**src/rtl/assert_macros.svh**
```systemverilog
// Assertion macros included by the CSR and trap unit RTL.
`ifndef ASSERT_MACROS_SVH
`define ASSERT_MACROS_SVH
// Implication checked on every rising edge outside reset.
`define ASSERT_IMP(label, ante, cons) \
  label: assert property (@(posedge clk) disable iff (!rst_n) (ante) |-> (cons)) \
    else $error("assertion failed");
// Next-cycle implication checked outside reset.
`define ASSERT_NXT(label, ante, cons) \
  label: assert property (@(posedge clk) disable iff (!rst_n) (ante) |=> (cons)) \
    else $error("assertion failed");
`endif

```
**src/rtl/rcsr_pkg.sv**
```systemverilog
// Command, status, privilege and config codes and masks for the CSR and trap unit.
`default_nettype none
package rcsr_pkg;
  localparam logic [2:0] CMD_READ = 3'd0;
  localparam logic [2:0] CMD_WRITE = 3'd1;
  localparam logic [2:0] CMD_TRAP = 3'd2;
  localparam logic [2:0] CMD_IRQ = 3'd3;
  localparam logic [2:0] CMD_SRET = 3'd4;
  localparam logic [2:0] CMD_MRET = 3'd5;
  localparam logic [2:0] CMD_SETP = 3'd6;
  localparam logic [2:0] CMD_CLRP = 3'd7;

  localparam logic [1:0] ST_OK = 2'd0;
  localparam logic [1:0] ST_ILLEGAL = 2'd1;
  localparam logic [1:0] ST_XLEN = 2'd2;
  localparam logic [1:0] ST_SATP = 2'd3;

  localparam logic [1:0] PRV_U = 2'd0;
  localparam logic [1:0] PRV_S = 2'd1;
  localparam logic [1:0] PRV_M = 2'd3;

  localparam logic [0:0] CFG_HART_ID = 1'd0;
  localparam logic [0:0] CFG_ISA = 1'd1;

  localparam logic [63:0] SSTATUS_BITS = 64'hDE133;
  localparam logic [63:0] MSTATUS_BITS = 64'hE79BB;
  localparam logic [63:0] ST_FS = 64'h6000;
  localparam logic [63:0] ST_UXL = 64'h3 << 32;
  localparam logic [63:0] ST_SXL = 64'h3 << 34;
  localparam logic [2:0] COUNTER_BITS = 3'h5;

  typedef struct packed {
    logic [2:0] cmd;
    logic [11:0] csr_address;
    logic write_intent;
    logic [63:0] write_value;
    logic [5:0] trap_cause;
    logic trap_is_interrupt;
    logic [63:0] trap_value;
    logic [63:0] current_pc;
    logic [63:0] cycle_count;
  } req_t;
endpackage
`default_nettype wire

```
**src/rtl/riscv_csr_trap_unit.sv**
```systemverilog
// Top level of the CSR file and trap unit: request register, state update and result register.
// A request is registered at its accepting edge and its result is registered at the
// following edge, then shows for exactly one cycle on out_valid.
// Throughput: one request per cycle; busy is always low, the single-pass update sets that rate.
// Reset (rst_n low, synchronous) clears all CSR state, sets machine privilege and widest xlen.
`default_nettype none
module riscv_csr_trap_unit import rcsr_pkg::*; #(
  parameter int REG_WIDTH = 64,
  parameter int HAS_FP = 1
) (
  input wire logic clk,
  input wire logic rst_n,
  input wire logic start,
  output logic busy,
  input wire logic [2:0] in_cmd,
  input wire logic [11:0] in_csr_address,
  input wire logic in_write_intent,
  input wire logic [63:0] in_write_value,
  input wire logic [5:0] in_trap_cause,
  input wire logic in_trap_is_interrupt,
  input wire logic [63:0] in_trap_value,
  input wire logic [63:0] in_current_pc,
  input wire logic [63:0] in_cycle_count,
  input wire logic cfg_valid,
  output logic cfg_ready,
  input wire logic [0:0] cfg_index,
  input wire logic [25:0] cfg_data,
  output logic out_valid,
  output logic [63:0] out_read_data,
  output logic [1:0] out_status,
  output logic out_redirect,
  output logic [63:0] out_next_pc,
  output logic [1:0] out_priv_level,
  output logic [1:0] out_xlen_code
);
  localparam bit IS64 = (REG_WIDTH >= 64);
  localparam logic [63:0] WMASK = IS64 ? 64'hFFFF_FFFF_FFFF_FFFF : 64'hFFFF_FFFF;
  localparam logic [1:0] BASE = IS64 ? 2'd2 : 2'd1;
  localparam bit FP = (HAS_FP != 0);
  localparam logic [5:0] CMASK = 6'(REG_WIDTH - 1);

  logic [9:0] hart_id_r;
  logic [25:0] isa_r;
  logic req_v_r;
  req_t req_r;

  logic [63:0] sw_r, sw_nxt;
  logic [1:0] fs_r, fs_nxt, prv_r, prv_nxt, mxl_r, mxl_nxt, cxl_r, cxl_nxt;
  logic [11:0] ie_r, ie_nxt, ip_r, ip_nxt, ideleg_r, ideleg_nxt;
  logic [15:0] edeleg_r, edeleg_nxt;
  logic [63:0] stvec_r, stvec_nxt, mtvec_r, mtvec_nxt, sscr_r, sscr_nxt, mscr_r, mscr_nxt;
  logic [63:0] sepc_r, sepc_nxt, mepc_r, mepc_nxt, scause_r, scause_nxt, mcause_r, mcause_nxt;
  logic [63:0] stval_r, stval_nxt, mtval_r, mtval_nxt, satp_r, satp_nxt;
  logic [2:0] scen_r, scen_nxt, mcen_r, mcen_nxt;
  logic [4:0] ffl_r, ffl_nxt;
  logic [2:0] frm_r, frm_nxt;

  logic [63:0] rd_nxt, npc_nxt;
  logic [1:0] st_nxt;
  logic redir_nxt;

  assign busy = 1'b0;
  assign cfg_ready = 1'b1;

  always_ff @(posedge clk) begin
    if (!rst_n) begin
      hart_id_r <= '0;
      isa_r <= '0;
    end else if (cfg_valid) begin
      unique case (cfg_index)
        CFG_HART_ID: hart_id_r <= cfg_data[9:0];
        CFG_ISA: isa_r <= cfg_data;
        default: ;
      endcase
    end
  end

  always_ff @(posedge clk) begin
    if (!rst_n) req_v_r <= 1'b0;
    else req_v_r <= start;
    req_r <= '{in_cmd, in_csr_address, in_write_intent, in_write_value & WMASK, in_trap_cause,
               in_trap_is_interrupt, in_trap_value & WMASK, in_current_pc & WMASK,
               in_cycle_count};
  end

  function automatic logic [63:0] msb_of(input logic [1:0] xl);
    msb_of = (xl == 2'd1) ? 64'h8000_0000 : 64'h8000_0000_0000_0000;
  endfunction

  function automatic logic [63:0] st_read(input logic [63:0] sw, input logic [1:0] fs,
                                          input logic [1:0] xl, input logic [63:0] m);
    logic [63:0] r;
    r = (sw | {49'd0, fs, 13'd0}) & m;
    if (r[14:13] == 2'b11 || r[16:15] == 2'b11) r = r | msb_of(xl);
    st_read = r & WMASK;
  endfunction

  function automatic logic [1:0] fix_xl(input logic [1:0] f);
    fix_xl = (f >= 2'd1 && f <= BASE) ? f : BASE;
  endfunction

  always_comb begin
    logic [63:0] v, m, cl, vec, sw;
    logic [1:0] newp, f, mp;
    logic [11:0] pend;
    logic deleg, ill, cok, do_trap, tint, chg;
    logic [5:0] tcause;
    logic [5:0] didx;
    logic [15:0] idl;
    logic [3:0] nmode;
    logic [2:0] rm;
    logic [2:0] cen;
    logic sp;
    sw_nxt = sw_r; fs_nxt = fs_r; prv_nxt = prv_r; mxl_nxt = mxl_r; cxl_nxt = cxl_r;
    ie_nxt = ie_r; ip_nxt = ip_r; ideleg_nxt = ideleg_r; edeleg_nxt = edeleg_r;
    stvec_nxt = stvec_r; mtvec_nxt = mtvec_r; sscr_nxt = sscr_r; mscr_nxt = mscr_r;
    sepc_nxt = sepc_r; mepc_nxt = mepc_r; scause_nxt = scause_r; mcause_nxt = mcause_r;
    stval_nxt = stval_r; mtval_nxt = mtval_r; satp_nxt = satp_r;
    scen_nxt = scen_r; mcen_nxt = mcen_r; ffl_nxt = ffl_r; frm_nxt = frm_r;
    rd_nxt = '0; npc_nxt = '0; st_nxt = ST_OK; redir_nxt = 1'b0;
    v = '0; m = '0; cl = '0; vec = '0; sw = '0; newp = prv_r; f = '0; mp = '0; pend = '0;
    deleg = 1'b0; ill = 1'b0; do_trap = 1'b0; tint = 1'b0; tcause = '0; nmode = '0;
    rm = '0; sp = 1'b0; chg = 1'b0; didx = '0; idl = {4'd0, ideleg_r};
    cen = (prv_r == PRV_U) ? scen_r : mcen_r;
    cok = (prv_r == PRV_M) || cen[req_r.csr_address[1:0]];
    if (req_v_r) begin
      unique case (req_r.cmd)
        CMD_READ: begin
          if (req_r.csr_address[11:10] == 2'b11 && req_r.write_intent) ill = 1'b1;
          else if (prv_r < req_r.csr_address[9:8]) ill = 1'b1;
          else if (req_r.csr_address >= 12'h001 && req_r.csr_address <= 12'h003) begin
            if (!FP || fs_r == 2'd0) ill = 1'b1;
            else if (req_r.csr_address == 12'h001) v = {59'd0, ffl_r};
            else if (req_r.csr_address == 12'h002) v = {61'd0, frm_r};
            else v = {56'd0, frm_r, ffl_r};
          end else if (req_r.csr_address >= 12'h3A0 && req_r.csr_address <= 12'h3BF) v = '0;
          else begin
            unique case (req_r.csr_address)
              12'hC00, 12'hC02: if (!cok) ill = 1'b1; else v = req_r.cycle_count;
              12'hC80, 12'hC82:
                if (cxl_r != 2'd1 || !cok) ill = 1'b1;
                else v = {32'd0, req_r.cycle_count[63:32]};
              12'h100: v = st_read(sw_r, fs_r, cxl_r, SSTATUS_BITS | (IS64 ? ST_UXL : 64'd0));
              12'h104: v = {52'd0, ie_r & ideleg_r};
              12'h105: v = stvec_r;
              12'h106: v = {61'd0, scen_r};
              12'h140: v = sscr_r;
              12'h141: v = sepc_r;
              12'h142: v = scause_r;
              12'h143: v = stval_r;
              12'h144: v = {52'd0, ip_r & ideleg_r};
              12'h180: v = satp_r;
              12'h300: v = st_read(sw_r, fs_r, cxl_r, MSTATUS_BITS);
              12'h301: v = {38'd0, isa_r} | (cxl_r == 2'd1 ? {32'd0, mxl_r, 30'd0}
                                                        : {mxl_r, 62'd0});
              12'h302: v = {48'd0, edeleg_r};
              12'h303: v = {52'd0, ideleg_r};
              12'h304: v = {52'd0, ie_r};
              12'h305: v = mtvec_r;
              12'h306: v = {61'd0, mcen_r};
              12'h340: v = mscr_r;
              12'h341: v = mepc_r;
              12'h342: v = mcause_r;
              12'h343: v = mtval_r;
              12'h344: v = {52'd0, ip_r};
              12'hB00, 12'hB02: v = req_r.cycle_count;
              12'hB80, 12'hB82:
                if (cxl_r != 2'd1) ill = 1'b1; else v = {32'd0, req_r.cycle_count[63:32]};
              12'hF14: v = {54'd0, hart_id_r};
              default: ill = 1'b1;
            endcase
          end
          if (ill) st_nxt = ST_ILLEGAL; else rd_nxt = v & WMASK;
        end
        CMD_WRITE: begin
          v = req_r.write_value;
          if (FP && req_r.csr_address >= 12'h001 && req_r.csr_address <= 12'h003) begin
            rm = (req_r.csr_address == 12'h002) ? v[2:0] : v[7:5];
            if (req_r.csr_address != 12'h001) frm_nxt = (rm >= 3'd5) ? 3'd0 : rm;
            if (req_r.csr_address != 12'h002) ffl_nxt = v[4:0];
            fs_nxt = 2'd3;
          end else if (req_r.csr_address >= 12'h3A0 && req_r.csr_address <= 12'h3BF) begin
          end else begin
            unique case (req_r.csr_address)
              12'h100, 12'h300: begin
                if (req_r.csr_address == 12'h100) begin
                  m = SSTATUS_BITS | (IS64 ? ST_UXL : 64'd0);
                  sw = (sw_r & ~m) | (v & m);
                end else sw = v;
                fs_nxt = sw[14:13];
                m = MSTATUS_BITS & ~ST_FS;
                if (IS64 && sw[33:32] >= 2'd1 && sw[33:32] <= BASE) m = m | ST_UXL;
                if (IS64 && sw[35:34] >= 2'd1 && sw[35:34] <= BASE) m = m | ST_SXL;
                sw_nxt = ((sw_r & ~m) | (sw & m)) & WMASK;
              end
              12'h104: ie_nxt = (ie_r & ~ideleg_r) | (v[11:0] & ideleg_r);
              12'h105: stvec_nxt = v;
              12'h106: scen_nxt = v[2:0] & COUNTER_BITS;
              12'h140: sscr_nxt = v;
              12'h141: sepc_nxt = {v[63:1], 1'b0};
              12'h142: scause_nxt = v;
              12'h143: stval_nxt = v;
              12'h144: ip_nxt = (ip_r & ~ideleg_r) | (v[11:0] & ideleg_r);
              12'h180: begin
                if (IS64) begin
                  nmode = v[63:60];
                  satp_nxt = {(nmode == 4'd0 || nmode == 4'd8 || nmode == 4'd9) ? nmode
                              : satp_r[63:60], 16'd0, v[43:0]};
                end else satp_nxt = {32'd0, v[31], 9'd0, v[21:0]};
                st_nxt = ST_SATP;
              end
              12'h301: begin
                f = (cxl_r == 2'd1) ? v[31:30] : v[63:62];
                if (IS64 && f >= 2'd1 && f <= BASE && f != mxl_r) begin
                  mxl_nxt = f; cxl_nxt = f; st_nxt = ST_XLEN;
                end
              end
              12'h302: edeleg_nxt = v[15:0];
              12'h303: ideleg_nxt = (ideleg_r & ~12'h222) | (v[11:0] & 12'h222);
              12'h304: ie_nxt = (ie_r & ~12'h2AA) | (v[11:0] & 12'h2AA);
              12'h305: mtvec_nxt = v;
              12'h306: mcen_nxt = v[2:0] & COUNTER_BITS;
              12'h340: mscr_nxt = v;
              12'h341: mepc_nxt = {v[63:1], 1'b0};
              12'h342: mcause_nxt = v;
              12'h343: mtval_nxt = v;
              12'h344: ip_nxt = (ip_r & ~12'h022) | (v[11:0] & 12'h022);
              default: st_nxt = ST_ILLEGAL;
            endcase
          end
        end
        CMD_TRAP: begin
          do_trap = 1'b1; tint = req_r.trap_is_interrupt; tcause = req_r.trap_cause;
        end
        CMD_IRQ: begin
          pend = ie_r & ip_r;
          if (prv_r == PRV_M) pend = sw_r[3] ? (pend & ~ideleg_r) : 12'd0;
          else if (prv_r == PRV_S) pend = pend & (~ideleg_r | (sw_r[1] ? ideleg_r : 12'd0));
          for (int i = 11; i >= 0; i--) begin
            if (pend[i]) tcause = 6'(i);
          end
          if (pend != 12'd0) begin
            do_trap = 1'b1; tint = 1'b1;
          end
        end
        CMD_SRET: begin
          sp = sw_r[8];
          sw = sw_r;
          sw[sp] = sw_r[5];
          sw[5] = 1'b1; sw[8] = 1'b0;
          sw_nxt = sw; newp = {1'b0, sp}; chg = 1'b1;
          npc_nxt = sepc_r; redir_nxt = 1'b1;
        end
        CMD_MRET: begin
          mp = (sw_r[12:11] == 2'd2) ? 2'd0 : sw_r[12:11];
          sw = sw_r;
          sw[mp] = sw_r[7];
          sw[7] = 1'b1; sw[12:11] = 2'b00;
          sw_nxt = sw; newp = mp; chg = 1'b1;
          npc_nxt = mepc_r; redir_nxt = 1'b1;
        end
        CMD_SETP: ip_nxt = ip_r | req_r.write_value[11:0];
        CMD_CLRP: ip_nxt = ip_r & ~req_r.write_value[11:0];
        default: ;
      endcase
      if (do_trap) begin
        didx = tcause & CMASK;
        if (prv_r <= PRV_S)
          deleg = tint ? (didx[5:4] == 2'd0 && idl[didx[3:0]])
                       : (tcause[5:4] == 2'd0 && edeleg_r[tcause[3:0]]);
        cl = {58'd0, tcause} | (tint ? msb_of(cxl_r) : 64'd0);
        cl = cl & WMASK;
        sw = sw_r;
        if (deleg) begin
          scause_nxt = cl; sepc_nxt = req_r.current_pc;
          stval_nxt = (req_r.cmd == CMD_TRAP) ? req_r.trap_value : 64'd0;
          sw[5] = sw_r[prv_r]; sw[8] = prv_r[0]; sw[1] = 1'b0;
          newp = PRV_S; vec = stvec_r;
        end else begin
          mcause_nxt = cl; mepc_nxt = req_r.current_pc;
          mtval_nxt = (req_r.cmd == CMD_TRAP) ? req_r.trap_value : 64'd0;
          sw[7] = sw_r[prv_r]; sw[12:11] = prv_r; sw[3] = 1'b0;
          newp = PRV_M; vec = mtvec_r;
        end
        sw_nxt = sw; chg = 1'b1;
        if (tint && vec[1:0] != 2'd0)
          npc_nxt = ({vec[63:2], 2'b00} + {56'd0, tcause, 2'b00}) & WMASK;
        else npc_nxt = {vec[63:2], 2'b00};
        redir_nxt = 1'b1;
      end
      if (chg && newp != prv_r) begin
        prv_nxt = newp;
        if (IS64) begin
          if (newp == PRV_S) cxl_nxt = fix_xl(sw_nxt[35:34]);
          else if (newp == PRV_U) cxl_nxt = fix_xl(sw_nxt[33:32]);
          else cxl_nxt = fix_xl(mxl_r);
        end
      end
    end
  end

  always_ff @(posedge clk) begin
    if (!rst_n) begin
      sw_r <= '0; fs_r <= '0; prv_r <= PRV_M; mxl_r <= BASE; cxl_r <= BASE;
      ie_r <= '0; ip_r <= '0; ideleg_r <= '0; edeleg_r <= '0;
      stvec_r <= '0; mtvec_r <= '0; sscr_r <= '0; mscr_r <= '0;
      sepc_r <= '0; mepc_r <= '0; scause_r <= '0; mcause_r <= '0;
      stval_r <= '0; mtval_r <= '0; satp_r <= '0;
      scen_r <= '0; mcen_r <= '0; ffl_r <= '0; frm_r <= '0;
      out_valid <= 1'b0;
    end else begin
      sw_r <= sw_nxt; fs_r <= fs_nxt; prv_r <= prv_nxt; mxl_r <= mxl_nxt; cxl_r <= cxl_nxt;
      ie_r <= ie_nxt; ip_r <= ip_nxt; ideleg_r <= ideleg_nxt; edeleg_r <= edeleg_nxt;
      stvec_r <= stvec_nxt; mtvec_r <= mtvec_nxt; sscr_r <= sscr_nxt; mscr_r <= mscr_nxt;
      sepc_r <= sepc_nxt; mepc_r <= mepc_nxt; scause_r <= scause_nxt; mcause_r <= mcause_nxt;
      stval_r <= stval_nxt; mtval_r <= mtval_nxt; satp_r <= satp_nxt;
      scen_r <= scen_nxt; mcen_r <= mcen_nxt; ffl_r <= ffl_nxt; frm_r <= frm_nxt;
      out_valid <= req_v_r;
    end
    out_read_data <= rd_nxt;
    out_status <= st_nxt;
    out_redirect <= redir_nxt;
    out_next_pc <= npc_nxt;
    out_priv_level <= prv_nxt;
    out_xlen_code <= cxl_nxt;
  end

`include "assert_macros.svh"
  `ASSERT_IMP(a_priv_legal, 1'b1, prv_r != 2'd2)
  `ASSERT_IMP(a_xlen_legal, 1'b1, cxl_r >= 2'd1 && cxl_r <= BASE)
  `ASSERT_NXT(a_valid_follows, req_v_r, out_valid)
  `ASSERT_IMP(a_redirect_zero_data, out_valid && out_redirect, out_read_data == 64'd0)
endmodule
`default_nettype wire

```
**config.mk**
```make
export PLATFORM = sky130hd
export DESIGN_NAME = riscv_csr_trap_unit
export DESIGN_NICKNAME = d
export VERILOG_FILES = /design/src/rtl/rcsr_pkg.sv /design/src/rtl/riscv_csr_trap_unit.sv
export VERILOG_INCLUDE_DIRS = /design/src /design/src/rtl
export SDC_FILE = /design/constraint.sdc
export NUM_CORES = 2
export LEC_CHECK = 0
export ABC_AREA = 1
export BUFFER_PORTS_ARGS = -buffer_cell sky130_fd_sc_hd__buf_2
export CAP_MARGIN = 10
export CORE_MARGIN = 4
export CORE_UTILIZATION = 50
export CTS_CLUSTER_DIAMETER = 60
export CTS_CLUSTER_SIZE = 14
export DETAILED_ROUTE_END_ITERATION = 8
export PLACE_DENSITY_LB_ADDON = 0.15
export SLEW_MARGIN = 20
export SYNTH_ARGS = -nofsm -noshare
export SYNTH_HDL_FRONTEND = slang
export SYNTH_SLANG_ARGS = --single-unit
```
**constraint.sdc**
```tcl
create_clock -name clk -period 7.6 [get_ports clk]
set_input_delay 0.76 -clock clk [delete_from_list [all_inputs] [get_ports clk]]
set_output_delay 0.76 -clock clk [all_outputs]
set_load 0.005 [all_outputs]
```
==> results.md <==
* Endpoints failing setup at 0
* Fin crit share at 0.838
* Cells after Synth at 7081
* PwrDens at 221 nW/um2
* Clock sinks at 1217
* Avg Cell Area, Syn at 7.55 um2
* Critical path arrival at 6.97 ns
* Setup TNS at 0 ns
* FFs w/ async S/R, synth at 0
* Most frequent cells in the layout: 1216 x dfxtp_1, 959 x nand2_1, 811 x o21ai_0, 783 x inv_1, 572 x nor2_1
* Drt total wl at 274000 um
* Share of layout cells above drive strength 1 at 0.121
* ANT nets after route at 0
* Post-CTS sizing at 0
* Max Slew Vio Count at 0
* Clock Latency Late Sink at 0.75 ns
* Syn nets at 7399
* Post-route cell area at 60100 um2
* Per-cell routed wire length at 31.5 um
* Area added between synthesis and finish at 12.4%
* Reg2Reg Depth at 27
* WS Path Type: flip-flop to flip-flop
* Tightest Pin Transition at 1.32 ns
* Post-CTS Hold Fix Bufs at 0
* Area post-placement at 56500 um2
* Post-CTS Setup Bufs at 0
* Number of global-route vias before repair at 51400
* Clk slew on worst S/H paths at 0.07 ns
* Crit path max fanout at 100
* Die Height at 335 um
* Mapped cell area at 53500 um2
* Post-synth EDFFs at 0
* Worst slew margin at 0.122
* Total power at 13300 uW
* FF+latch count, synth at 1217
* Die Span X at 335 um
* CTS tree: yes
* DP HPWL at 184000 um
* Antenna violations before repair at 36
* CTS Buffer Depth at 3
* Hold path startpoint: in_cycle_count[57]
* IO Port Bufs at 445
* Starting Density at 0.506
* Yosys cell types at 68
* Worst setup SP type: flip-flop
* Hold EP: req_r[57]$_DFF_P_
* First-pass GRT wire length at 380000 um
* Clock power frac at 0.437
* Num rows at 119
* Fin nets at 7541
* VDD IR max at 229 uV
* Layout Skew at 0.0311 ns
* Hold Path Stages at 1
* Switch share at 0.262
* Root buffer cell: clkbuf_16
* Vias/cell at 6.64
* H-tree Lvls at 3
* TritonCTS Buffers at 116
* R2r endpoint: out_next_pc[32]$_SDFF_PN0_
* Hold Path Class: input port to flip-flop
* GR Overflow Total at 0
* Fin. Hold Viols at 0
* CP Data Required Time at 8.21 ns
* RSZ-0062 raised after global routing: no
* Die Area at 112000 um2
* Post-synthesis sequential area ratio at 0.456
* Drt first pass iters at 7
* Core ar. at 106000 um2
* Power share of the combinational group at 0.058
* WHS at 0.110 ns
* Most common cell after layout, fill and taps aside: dfxtp_1
* Fmax at 0.157 GHz
* Largest net degree at the start of global routing at 196
* Io pins at 448
* Tot GR Track Use at 0.467
* Routed vias at 57600
* YS warnings at 0
* Final Critical Period at 6.37 ns
* P_int at 9780 uW
* Status: complete, no violations
* Max-cap violation count at 0
* DRC at 0
* Leakage power at 0.0229 uW
* P_sw at 3470 uW
* Internal reg-to-reg setup slack at 1.23 ns
* Detailed Route Iter0 Violations at 10400
* Post-synth top flop: dfxtp_1
* Reg2reg start: req_r[276]$_DFF_P_
* Gpl congestion at 1.06
* Reg power frac at 0.506
* CP Capture Type: flip-flop
[worst max-delay path by stage]
stage,start,to,slack [ns]
detailed placement,req_r[276]$_DFF_P_,out_next_pc[32]$_SDFF_PN0_,1.39
global route,req_r[276]$_DFF_P_,out_next_pc[38]$_SDFF_PN0_,0.83
global placement,req_r[276]$_DFF_P_,out_next_pc[40]$_SDFF_PN0_,1.50
CTS,req_r[276]$_DFF_P_,out_next_pc[32]$_SDFF_PN0_,1.40
finish,req_r[276]$_DFF_P_,out_next_pc[32]$_SDFF_PN0_,1.23
floorplan,prv_r[1]$_SDFF_PN1_,out_next_pc[28]$_SDFF_PN0_,2.79
[cell usage after synthesis (all sizes together) (9+ instances only)]
cell type	n	area share
clkinv	17	0.0012
a22o	10	0.0016
nand2	992	0.071
dfxtp	1217	0.46
nand4	45	0.0053
a41oi	20	0.0033
buf	70	0.0079
a2111oi	25	0.0041
a31oi	114	0.013
o211ai	177	0.025
a211oi	226	0.032
nor4	23	0.0027
xor2	22	0.0036
a21oi	533	0.050
nor3	30	0.0036
nand3	200	0.019
nor2	623	0.046
o22ai	353	0.041
o21ai	847	0.080
o221ai	9	0.0015
inv	806	0.057
a221oi	153	0.025
clkbuf	465	0.033
a32o	10	0.0019
o2111ai	15	0.0025
[critical path, stage by stage, from the launching register on]
cell and delay, ns:
dfxtp_1 0.48, inv_2 0.19, nor3_4 0.34, nand3_1 0.43
or2_4 0.41, nand2_4 0.11, inv_2 0.06, nand3_2 0.07
nand3_2 0.09, a21oi_4 0.12, buf_4 0.38, nand2_8 0.45
o21ai_0 0.42, ha_1 0.23, inv_1 0.07, fa_1 0.45
nand3b_1 0.21, nor2_1 0.10, nor2_1 0.09, inv_1 0.11
nand3_2 0.12, nor2_4 0.23, nand4_1 0.20, nor2_2 0.34
nand2_1 0.11, xor2_1 0.17, a21oi_1 0.16, nor2_1 0.05
[power groups by stage]
stage          Combinational [uW]  Clock (uW)  Sequential, uW
3_5_place_dp                  719           0            6830
2_1_floorplan                 405           0            6740
3_3_place_gp                  713           0            6830
6_report                      763        5790            6700
4_1_cts                       722        5770            6690
5_1_grt                       795        6020            6700
[state kept, by name, indices dropped and copies added (netlist names), 16 cells and up, named ones only]
name / cells
mscr_r: 64
scause_r: 64
edeleg_r: 16
out_read_data: 64
mcause_r: 64
mepc_r: 64
stval_r: 64
sw_r: 21
req_r: 279
out_next_pc: 64
sepc_r: 64
satp_r: 48
mtvec_r: 64
isa_r: 26
stvec_r: 64
mtval_r: 64
sscr_r: 64
[cells by family after synthesis]
family,share of synthesized area
muxes,0.000374
AOI/OAI and AO/OA,0.289
xor gates and xnor gates,0.00426
adders and majority gates,0.00201
DFF,0.456
other,0.000140
and+or+nand+nor,0.151
buffers and inverters,0.0983
[metal layers]
layer / vias up / GRT usage / part of all wire / routed length [um]
li1: 24800 / - / - / -
met1: 26800 / 0.632 / 0.38 / 104000
met2: 4965 / 0.627 / 0.38 / 104000
met3: 989 / 0.169 / 0.16 / 44300
met4: 30 / 0.289 / 0.077 / 21100
met5: - / 0.0132 / 0.0015 / 421
[stage by stage]
stage	cells	setup slack [ns]	util
6_report	8679	1.23	0.568
5_1_grt	8672	0.830	0.568
4_1_cts	8671	1.40	0.568
3_5_place_dp	8496	1.39	0.534
3_3_place_gp	8496	1.50	0.534
2_1_floorplan	7081	2.79	-
[layout make-up]
cell class,instances,area (um2)
diodes,8,20.0
repair buffers,559,3190
clock buffers,121,2930
flip-flops and latches,1217,24400
well taps,1391,1740
fillers,10100,45600
clock inverters,54,654
multi-input cells,4506,24100
inverters,823,3110
Power figures use the tool's default switching activity.
